## src/hdl/slr_pkg.sv

```systemverilog
// Package for the slope line rasterizer: coordinate width and payload structs.
// No dependencies.
`timescale 1ns / 1ps
package slr_pkg;
  localparam int COORD_BITS = 6;
  localparam int COLOR_BITS = 24;

  typedef struct packed {
    logic [COORD_BITS-1:0] x_start;
    logic [COORD_BITS-1:0] y_start;
    logic [COORD_BITS-1:0] x_end;
    logic [COORD_BITS-1:0] y_end;
    logic [COLOR_BITS-1:0] color;
  } seg_t;

  typedef struct packed {
    logic [COORD_BITS-1:0] pixel_x;
    logic [COORD_BITS-1:0] pixel_y;
    logic [COLOR_BITS-1:0] pixel_color;
    logic                  last_pixel;
  } pix_t;
endpackage

```

## src/hdl/slope_line_rasterizer_top.sv

```systemverilog
// Top level of the slope line rasterizer: segment sequencer and pixel pipeline.
// Depends on slr_pkg.
//
//   channel | valid     | stall     | payload
//   seg     | seg_valid | seg_stall | seg   (slr_pkg::seg_t)
//   pix     | pix_valid | pix_stall | pix   (slr_pkg::pix_t)
//
// Each segment is first latched into the setup registers; the step sequencer then
// issues one pixel index per cycle, while the output is not stalled, into a five-stage
// pipeline (offset, product, numerator, upper quotient bits, lower quotient bits).
// The next segment is taken once the last index of the current one has been issued.
// Reset clears the sequencer and all pipeline valid bits.
// A stall at the output freezes the whole pipeline and the sequencer.
`timescale 1ns / 1ps
module slope_line_rasterizer_top (
  input  logic           clk,
  input  logic           rst,
  input  logic           seg_valid,
  output logic           seg_stall,
  input  slr_pkg::seg_t  seg,
  output logic           pix_valid,
  input  logic           pix_stall,
  output slr_pkg::pix_t  pix
);
  localparam int CB = slr_pkg::COORD_BITS;
  localparam int CL = slr_pkg::COLOR_BITS;
  // Signed widths needed: offsets/deltas CB+1, numerator up to 2*CB+3; each has one spare bit.
  localparam int DW = CB + 2;
  localparam int NW = 2 * CB + 4;
  // Quotient bits below QL are resolved in the last stage.
  localparam int QL = CB / 2;

  logic adv;
  assign adv = !(pix_valid && pix_stall);

  // Segment setup registers.
  logic                busy;
  logic                stepy;     // step coordinate is y
  logic                flat;      // fixed other coordinate (no rounding)
  logic [CB-1:0]       vcur;
  logic [CB-1:0]       vend;      // last value to issue
  logic signed [DW-1:0] base;     // other coordinate start
  logic signed [DW-1:0] org;      // step coordinate start
  logic signed [DW-1:0] num;      // delta of other coordinate
  logic signed [DW-1:0] den;      // delta of step coordinate, made positive
  logic [CL-1:0]       col;

  assign seg_stall = busy || !adv;

  // Decode of the incoming segment.
  logic signed [DW-1:0] dx, dy, adx, ady;
  logic [CB-1:0] sx, ex, sy, ey;
  always_comb begin
    dx  = DW'(seg.x_end) - DW'(seg.x_start);
    dy  = DW'(seg.y_end) - DW'(seg.y_start);
    adx = dx < 0 ? -dx : dx;
    ady = dy < 0 ? -dy : dy;
    sx  = seg.x_start < seg.x_end ? seg.x_start : seg.x_end;
    ex  = seg.x_start < seg.x_end ? seg.x_end : seg.x_start;
    sy  = seg.y_start < seg.y_end ? seg.y_start : seg.y_end;
    ey  = seg.y_start < seg.y_end ? seg.y_end : seg.y_start;
  end

  always_ff @(posedge clk) begin
    if (rst) begin
      busy <= 1'b0;
    end else if (adv) begin
      if (!busy && seg_valid) begin
        busy <= 1'b1;
        col  <= seg.color;
        if (dx == 0 && dy == 0) begin
          stepy <= 1'b0; flat <= 1'b1;
          vcur <= seg.x_start; vend <= seg.x_start;
          base <= DW'(seg.y_start);
        end else if (dx == 0 || (dy != 0 && !(ady < adx))) begin
          stepy <= 1'b1; flat <= (dx == 0);
          vcur <= sy; vend <= ey - 1'b1;
          base <= DW'(seg.x_start); org <= DW'(seg.y_start);
          num  <= dy < 0 ? -dx : dx; den <= ady;
        end else begin
          stepy <= 1'b0; flat <= (dy == 0);
          vcur <= sx; vend <= ex - 1'b1;
          base <= DW'(seg.y_start); org <= DW'(seg.x_start);
          num  <= dx < 0 ? -dy : dy; den <= adx;
        end
      end else if (busy) begin
        if (vcur == vend) busy <= 1'b0;
        vcur <= vcur + 1'b1;
      end
    end
  end

  // Stage 1: offset t = v - org.
  logic s1_v, s2_v, s3_v, s4_v, s5_v;
  logic s1_last, s2_last, s3_last, s4_last, s5_last;
  logic s1_y, s2_y, s3_y, s4_y, s5_y;
  logic s1_f, s2_f, s3_f, s4_f;
  logic [CB-1:0] s1_s, s2_s, s3_s, s4_s, s5_s;
  logic [CB-1:0] s1_b, s2_b, s3_b, s4_b, s5_o;
  logic [CL-1:0] s1_c, s2_c, s3_c, s4_c, s5_c;
  logic signed [DW-1:0] s1_t, s1_n, s1_d, s2_d, s2_bs;
  logic signed [NW-1:0] s2_p, s3_n2;
  logic [NW-1:0] s3_d2, s4_d2, s4_rem;
  logic [CB-1:0] s4_q;

  // Numerator is nonnegative in range (rounded coordinate lies in [0, 2^CB)),
  // so the quotient comes from a restoring divide split over two stages.
  logic [NW-1:0] rem_hi, rem_lo;
  logic [CB-1:0] quo_hi, quo_lo;
  always_comb begin
    rem_hi = s3_n2[NW-1] ? '0 : $unsigned(s3_n2);
    quo_hi = '0;
    for (int i = CB - 1; i >= QL; i--) begin
      if (rem_hi >= (s3_d2 << i)) begin
        rem_hi = rem_hi - (s3_d2 << i);
        quo_hi[i] = 1'b1;
      end
    end
  end

  always_comb begin
    rem_lo = s4_rem;
    quo_lo = s4_q;
    for (int i = QL - 1; i >= 0; i--) begin
      if (rem_lo >= (s4_d2 << i)) begin
        rem_lo = rem_lo - (s4_d2 << i);
        quo_lo[i] = 1'b1;
      end
    end
  end

  always_ff @(posedge clk) begin
    if (rst) begin
      s1_v <= 1'b0; s2_v <= 1'b0; s3_v <= 1'b0; s4_v <= 1'b0; s5_v <= 1'b0;
    end else if (adv) begin
      s1_v <= busy; s2_v <= s1_v; s3_v <= s2_v; s4_v <= s3_v; s5_v <= s4_v;
    end
  end

  always_ff @(posedge clk) begin
    if (adv) begin
      s1_last <= vcur == vend; s1_y <= stepy; s1_f <= flat; s1_s <= vcur;
      s1_b <= base[CB-1:0]; s1_c <= col;
      s1_t <= DW'(vcur) - org; s1_n <= num; s1_d <= den;
      // Stage 2: product num*t.
      s2_last <= s1_last; s2_y <= s1_y; s2_f <= s1_f; s2_s <= s1_s;
      s2_b <= s1_b; s2_c <= s1_c; s2_d <= s1_d;
      s2_bs <= DW'(s1_b);
      s2_p <= NW'(s1_n) * NW'(s1_t);
      // Stage 3: 2*(base*den + num*t) + den, with divisor 2*den.
      s3_last <= s2_last; s3_y <= s2_y; s3_f <= s2_f; s3_s <= s2_s;
      s3_b <= s2_b; s3_c <= s2_c;
      s3_n2 <= ((NW'(s2_bs) * NW'(s2_d) + s2_p) <<< 1) + NW'(s2_d);
      s3_d2 <= NW'(s2_d) << 1;
      // Stage 4: upper quotient bits.
      s4_last <= s3_last; s4_y <= s3_y; s4_f <= s3_f; s4_s <= s3_s;
      s4_b <= s3_b; s4_c <= s3_c;
      s4_rem <= rem_hi; s4_q <= quo_hi; s4_d2 <= s3_d2;
      // Stage 5: lower quotient bits and output select.
      s5_last <= s4_last; s5_y <= s4_y; s5_s <= s4_s; s5_c <= s4_c;
      s5_o <= s4_f ? s4_b : quo_lo;
    end
  end

  assign pix_valid        = s5_v;
  assign pix.pixel_x      = s5_y ? s5_o : s5_s;
  assign pix.pixel_y      = s5_y ? s5_s : s5_o;
  assign pix.pixel_color  = s5_c;
  assign pix.last_pixel   = s5_last;

`ifndef SYNTHESIS
  a_no_take_busy: assert property (@(posedge clk) disable iff (rst)
    busy |-> seg_stall) else $error("segment taken while busy");
  a_freeze: assert property (@(posedge clk) disable iff (rst)
    (pix_valid && pix_stall) |=> $stable(pix)) else $error("output moved in stall");
  a_issue: assert property (@(posedge clk) disable iff (rst)
    (busy && adv && vcur != vend) |=> busy) else $error("segment ended early");
`endif
endmodule
```

## config.mk

```make
export PLATFORM = sky130hd
export DESIGN_NAME = slope_line_rasterizer_top
export DESIGN_NICKNAME = d
export VERILOG_FILES = /design/src/hdl/slr_pkg.sv /design/src/hdl/slope_line_rasterizer_top.sv
export SDC_FILE = /design/constraint.sdc
export NUM_CORES = 1
export LEC_CHECK = 0
export ABC_AREA = 1
export BUFFER_PORTS_ARGS = -buffer_cell sky130_fd_sc_hd__buf_2
export CORE_ASPECT_RATIO = 0.7
export CORE_UTILIZATION = 40
export DETAILED_ROUTE_END_ITERATION = 8
export PLACE_DENSITY = 0.54
export SETUP_SLACK_MARGIN = 0.15
export SLEW_MARGIN = 40
export SYNTH_ARGS = -nofsm -noshare
export SYNTH_HDL_FRONTEND = slang
export SYNTH_SLANG_ARGS = --single-unit
```

## constraint.sdc

```tcl
create_clock -name clk -period 38.6 [get_ports clk]
set_clock_uncertainty 0.1 [all_clocks]
set_input_delay 3.86 -clock clk [delete_from_list [all_inputs] [get_ports clk]]
set_output_delay 3.86 -clock clk [all_outputs]
set_load 0.1 [all_outputs]
```

==> impl_metrics.xml <==
<?xml version="1.0" encoding="UTF-8"?>
<metrics>
  <group name="run_status">
    <metric name="status" unit="">finished, final reports clean</metric>
  </group>
  <group name="worst_setup_path">
    <metric name="critical_path.max_fanout" unit="">67</metric>
    <metric name="critical_path_arrival" unit="ns">5.32</metric>
    <metric name="worst_setup_path_end_kind" unit="">primary output</metric>
    <metric name="critical_path.cell_chain" unit="">buf_2 &gt; nand2_8 &gt; clkinv_1 &gt; nor2_1 &gt; inv_1 &gt; buf_2</metric>
    <metric name="worstPathRequired" unit="ns">34.64</metric>
    <metric name="crit_type" unit="">input port to primary output</metric>
    <metric name="cp-start-kind" unit="">input port</metric>
    <metric name="critical_path_s_slowest_cell" unit="">sky130_fd_sc_hd__nand2_8</metric>
    <metric name="slowest_delay" unit="ns">0.37</metric>
    <metric name="cpMostUsedCell" unit="">sky130_fd_sc_hd__buf_2</metric>
  </group>
  <group name="logic_synthesis">
    <metric name="synth_cells" unit="">2276</metric>
    <metric name="synth_enable_flop_cells" unit="">357</metric>
    <metric name="yosysSeqAreaShare" unit="">0.473</metric>
    <metric name="synth-warning-count" unit="">0</metric>
    <metric name="synth_area_leader_cell" unit="">sky130_fd_sc_hd__edfxtp_1</metric>
    <metric name="async_s_r_ff_share_synth" unit="">0</metric>
    <metric name="avgSynthCellArea" unit="um^2">10.1</metric>
    <metric name="yosys_register_bits" unit="">363</metric>
    <metric name="syn_nets" unit="">2619</metric>
    <metric name="synthDominantCellAreaShare" unit="">0.468</metric>
    <metric name="synth.lib_cells_used.distinct" unit="">52</metric>
    <metric name="post_synth_main_area_contributors" unit="">sky130_fd_sc_hd__edfxtp_1 47%, sky130_fd_sc_hd__ha_1 9.9%, sky130_fd_sc_hd__fa_1 9.5%, sky130_fd_sc_hd__nand2_1 7.9%, sky130_fd_sc_hd__inv_1 6.7%</metric>
    <metric name="ys.flop_type" unit="">sky130_fd_sc_hd__edfxtp_1</metric>
    <metric name="netlist_area" unit="mm^2">0.0229</metric>
  </group>
  <group name="route">
    <metric name="first_pass_iters" unit="">5</metric>
    <metric name="detail_route.wl_per_cell" unit="um">14.7</metric>
    <metric name="route.antenna.remaining_nets" unit="">0</metric>
    <metric name="vias" unit="">15200</metric>
    <metric name="drc" unit="">0</metric>
    <metric name="vias_per_cell" unit="">4.86</metric>
    <metric name="detail_route.wirelength" unit="um">46200</metric>
    <metric name="dr.first_iter.drc_count" unit="">1164</metric>
  </group>
  <group name="timing">
    <metric name="timing.setup.tns" unit="ns">0</metric>
    <metric name="finalWorstPathRequiredPeriod" unit="ns">9.28</metric>
    <metric name="final-hold-violation-count" unit="">0</metric>
    <metric name="period_share" unit="">0.241</metric>
    <metric name="finalMaxSlewViolations" unit="">0</metric>
    <metric name="tightest_slew" unit="ns">0.787</metric>
    <metric name="rsz_0062_raised_after_global_routing" unit="">false</metric>
    <metric name="report.final.setup_viol" unit="">0</metric>
    <metric name="timing.slew.headroom" unit="">0.475</metric>
    <metric name="clock.fmax" unit="MHz">108</metric>
  </group>
  <group name="die">
    <metric name="io_pins" unit="">91</metric>
    <metric name="fp.dieArea" unit="mm^2">0.0583</metric>
    <metric name="die_outline_width" unit="um">288</metric>
    <metric name="initial_core_util" unit="">0.404</metric>
    <metric name="std_cell_rows" unit="">73</metric>
    <metric name="floorplan.die.height" unit="um">202</metric>
    <metric name="placeableCoreArea" unit="mm^2">0.0567</metric>
  </group>
  <group name="clock_tree">
    <metric name="clkLatencyLatePin" unit="ns">0.54</metric>
    <metric name="htree_levels" unit="">2</metric>
    <metric name="clock_tree_from_tritoncts" unit="">built</metric>
    <metric name="cts-resized-gates" unit="">0</metric>
    <metric name="cts_buffers" unit="">37</metric>
    <metric name="cts_setup_buffers" unit="">0</metric>
    <metric name="numClockSinks" unit="">363</metric>
    <metric name="clock-root-buffer" unit="">sky130_fd_sc_hd__clkbuf_16</metric>
    <metric name="hold_buffers" unit="">0</metric>
    <metric name="clkTransAtPathRegs" unit="ns">0.06</metric>
    <metric name="cts.path.max_buffers" unit="">3</metric>
  </group>
  <group name="layout">
    <metric name="final_net_count" unit="">2700</metric>
    <metric name="antenna-diode-count" unit="">0</metric>
    <metric name="post_route_cells_drive_above_1_share" unit="">0.0785</metric>
    <metric name="area_growth_syn_to_layout" unit="%">10.3</metric>
    <metric name="filler_cell_count_in_the_final_layout" unit="">5366</metric>
  </group>
  <group name="global_routing">
    <metric name="globalRouteTotalUtil" unit="">0.160</metric>
    <metric name="grt-ovfl-total" unit="">0</metric>
    <metric name="maximum_number_of_pins_on_one_net_before_global_route_repair" unit="">86</metric>
    <metric name="grt_antenna_before_repair" unit="">0</metric>
    <metric name="grt_pass1_wl" unit="um">75700</metric>
    <metric name="first_global_vias" unit="">14800</metric>
  </group>
  <group name="placed_design">
    <metric name="gp_congestion" unit="">0.887</metric>
    <metric name="hpwlAfterDp" unit="um">35800</metric>
    <metric name="io_buffers" unit="">90</metric>
  </group>
  <group name="flow_run">
    <metric name="max-cap-violations" unit="">0</metric>
  </group>
  <group name="hold_path">
    <metric name="min-delay-path-class" unit="">flip-flop to flip-flop</metric>
  </group>
</metrics>
[through the flow]
step                      area [um^2]   util  hold slack [ns]  worst slack, ns  instances
after floorplan                 22900      -            0.300            21.77       2276
after global placement          24100  0.425            0.300            28.98       3068
after detailed placement        24200  0.426            0.305            28.91       3068
after CTS                       25300  0.446            0.315            28.91       3132
after global routing            25300  0.446            0.317            29.13       3132
final                           25300  0.446            0.311            29.32       3132
[layout make-up]
cell class                      count  area, um^2  area share
Tap cell                          750         938      0.0371
Clock buffer                       44         952      0.0376
Clock inverter                     20         180     0.00712
Inverter                          414        1550      0.0614
Timing Repair Buffer               96         507      0.0200
Sequential cell                   363       10800       0.429
Multi-Input combinational cell   1445       10300       0.408
[worst paths after layout]
kind         startpoint          to  slack, ns  cells past startpoint
min             s2_s[2]     s3_s[2]       0.31                      0
min reg2reg     s2_s[2]     s3_s[2]       0.31                      0
max           pix_stall   seg_stall      29.32                      6
max reg2reg   s3_n2[15]  s4_rem[15]      30.78                     35
[metal layers]
metal  share of wire  wire [um]  global-route usage
met5               0          0                   0
met4           0.014        652              0.0323
met3           0.043       1990              0.0218
met2            0.43      19700               0.237
met1            0.52      23800               0.248
[logic make-up (layout without fill, tap and decap cells)]
family | count (synthesis) | count (layout) | share of synthesized area
AOI/OAI and AO/OA | 347 | 347 | 0.0845
xor gates and xnor gates | 109 | 109 | 0.0420
adders and majority gates | 291 | 291 | 0.194
buffers and inverters | 468 | 574 | 0.0785
DFF | 363 | 363 | 0.473
and+or+nand+nor | 698 | 698 | 0.128
[cell usage in the layout, fill, tap and decap left out, types with 4 or more instances in the layout]
cell type,count
sky130_fd_sc_hd__clkinv_1,9
sky130_fd_sc_hd__a21oi_1,118
sky130_fd_sc_hd__o2111ai_1,8
sky130_fd_sc_hd__clkbuf_1,7
sky130_fd_sc_hd__fa_1,109
sky130_fd_sc_hd__buf_2,90
sky130_fd_sc_hd__inv_2,4
sky130_fd_sc_hd__o211ai_1,10
sky130_fd_sc_hd__nor2_2,4
sky130_fd_sc_hd__a31oi_1,6
sky130_fd_sc_hd__o21bai_1,5
sky130_fd_sc_hd__or2_2,9
sky130_fd_sc_hd__o21ai_2,4
sky130_fd_sc_hd__nand4_1,11
sky130_fd_sc_hd__clkinv_2,4
sky130_fd_sc_hd__xnor2_1,35
sky130_fd_sc_hd__o21ai_0,146
sky130_fd_sc_hd__a21o_1,6
sky130_fd_sc_hd__a41oi_1,7
sky130_fd_sc_hd__nor3_1,24
sky130_fd_sc_hd__nand3_2,5
sky130_fd_sc_hd__nand2_1,482
sky130_fd_sc_hd__dfxtp_1,6
sky130_fd_sc_hd__edfxtp_1,357
sky130_fd_sc_hd__clkbuf_16,37
sky130_fd_sc_hd__o31ai_1,8
sky130_fd_sc_hd__nor2_1,77
sky130_fd_sc_hd__ha_1,182
sky130_fd_sc_hd__inv_1,408
sky130_fd_sc_hd__xor2_1,73
sky130_fd_sc_hd__nand3_1,64
sky130_fd_sc_hd__o21ai_1,15
[synthesized netlist by cell type, types with 4 or more instances]
cell type and count:
sky130_fd_sc_hd__nor3_1 26, sky130_fd_sc_hd__xor2_1 73, sky130_fd_sc_hd__o21bai_1 5, sky130_fd_sc_hd__inv_1 408, sky130_fd_sc_hd__fa_1 109, sky130_fd_sc_hd__a41oi_1 7
sky130_fd_sc_hd__o21ai_2 4, sky130_fd_sc_hd__inv_2 4, sky130_fd_sc_hd__edfxtp_1 357, sky130_fd_sc_hd__nor2_1 78, sky130_fd_sc_hd__a21o_1 6, sky130_fd_sc_hd__o21ai_1 15
sky130_fd_sc_hd__a21oi_1 118, sky130_fd_sc_hd__nand3_1 64, sky130_fd_sc_hd__dfxtp_1 6, sky130_fd_sc_hd__o211ai_1 10, sky130_fd_sc_hd__xnor2_1 35, sky130_fd_sc_hd__or2_2 9
sky130_fd_sc_hd__o21ai_0 146, sky130_fd_sc_hd__o31ai_1 8, sky130_fd_sc_hd__nand4_1 11, sky130_fd_sc_hd__ha_1 182, sky130_fd_sc_hd__nand3_2 5, sky130_fd_sc_hd__a31oi_1 6
sky130_fd_sc_hd__buf_2 8, sky130_fd_sc_hd__nand2_1 483, sky130_fd_sc_hd__o2111ai_1 8, sky130_fd_sc_hd__clkbuf_1 40
[sequential cells by signal (all words and copies together), names as in the netlist, 7 cells and up]
signal	count
s1_c	24
s2_c	24
den	8
s4_d2	8
num	8
s3_n2	16
s1_t	8
s3_d2	7
s5_c	24
s3_c	24
s1_n	8
s4_rem	16
s2_p	15
s2_d	8
col	24
s1_d	8
s4_c	24
[worst max-delay path: cells and delay by family]
kind | cells | cell delay [ns]
buffers and inverters | 4 | 0.86
AND/OR/NAND/NOR | 2 | 0.58
Power is not shown: default switching activity piles up to over one toggle a cycle in this logic, so the estimate is an artifact.
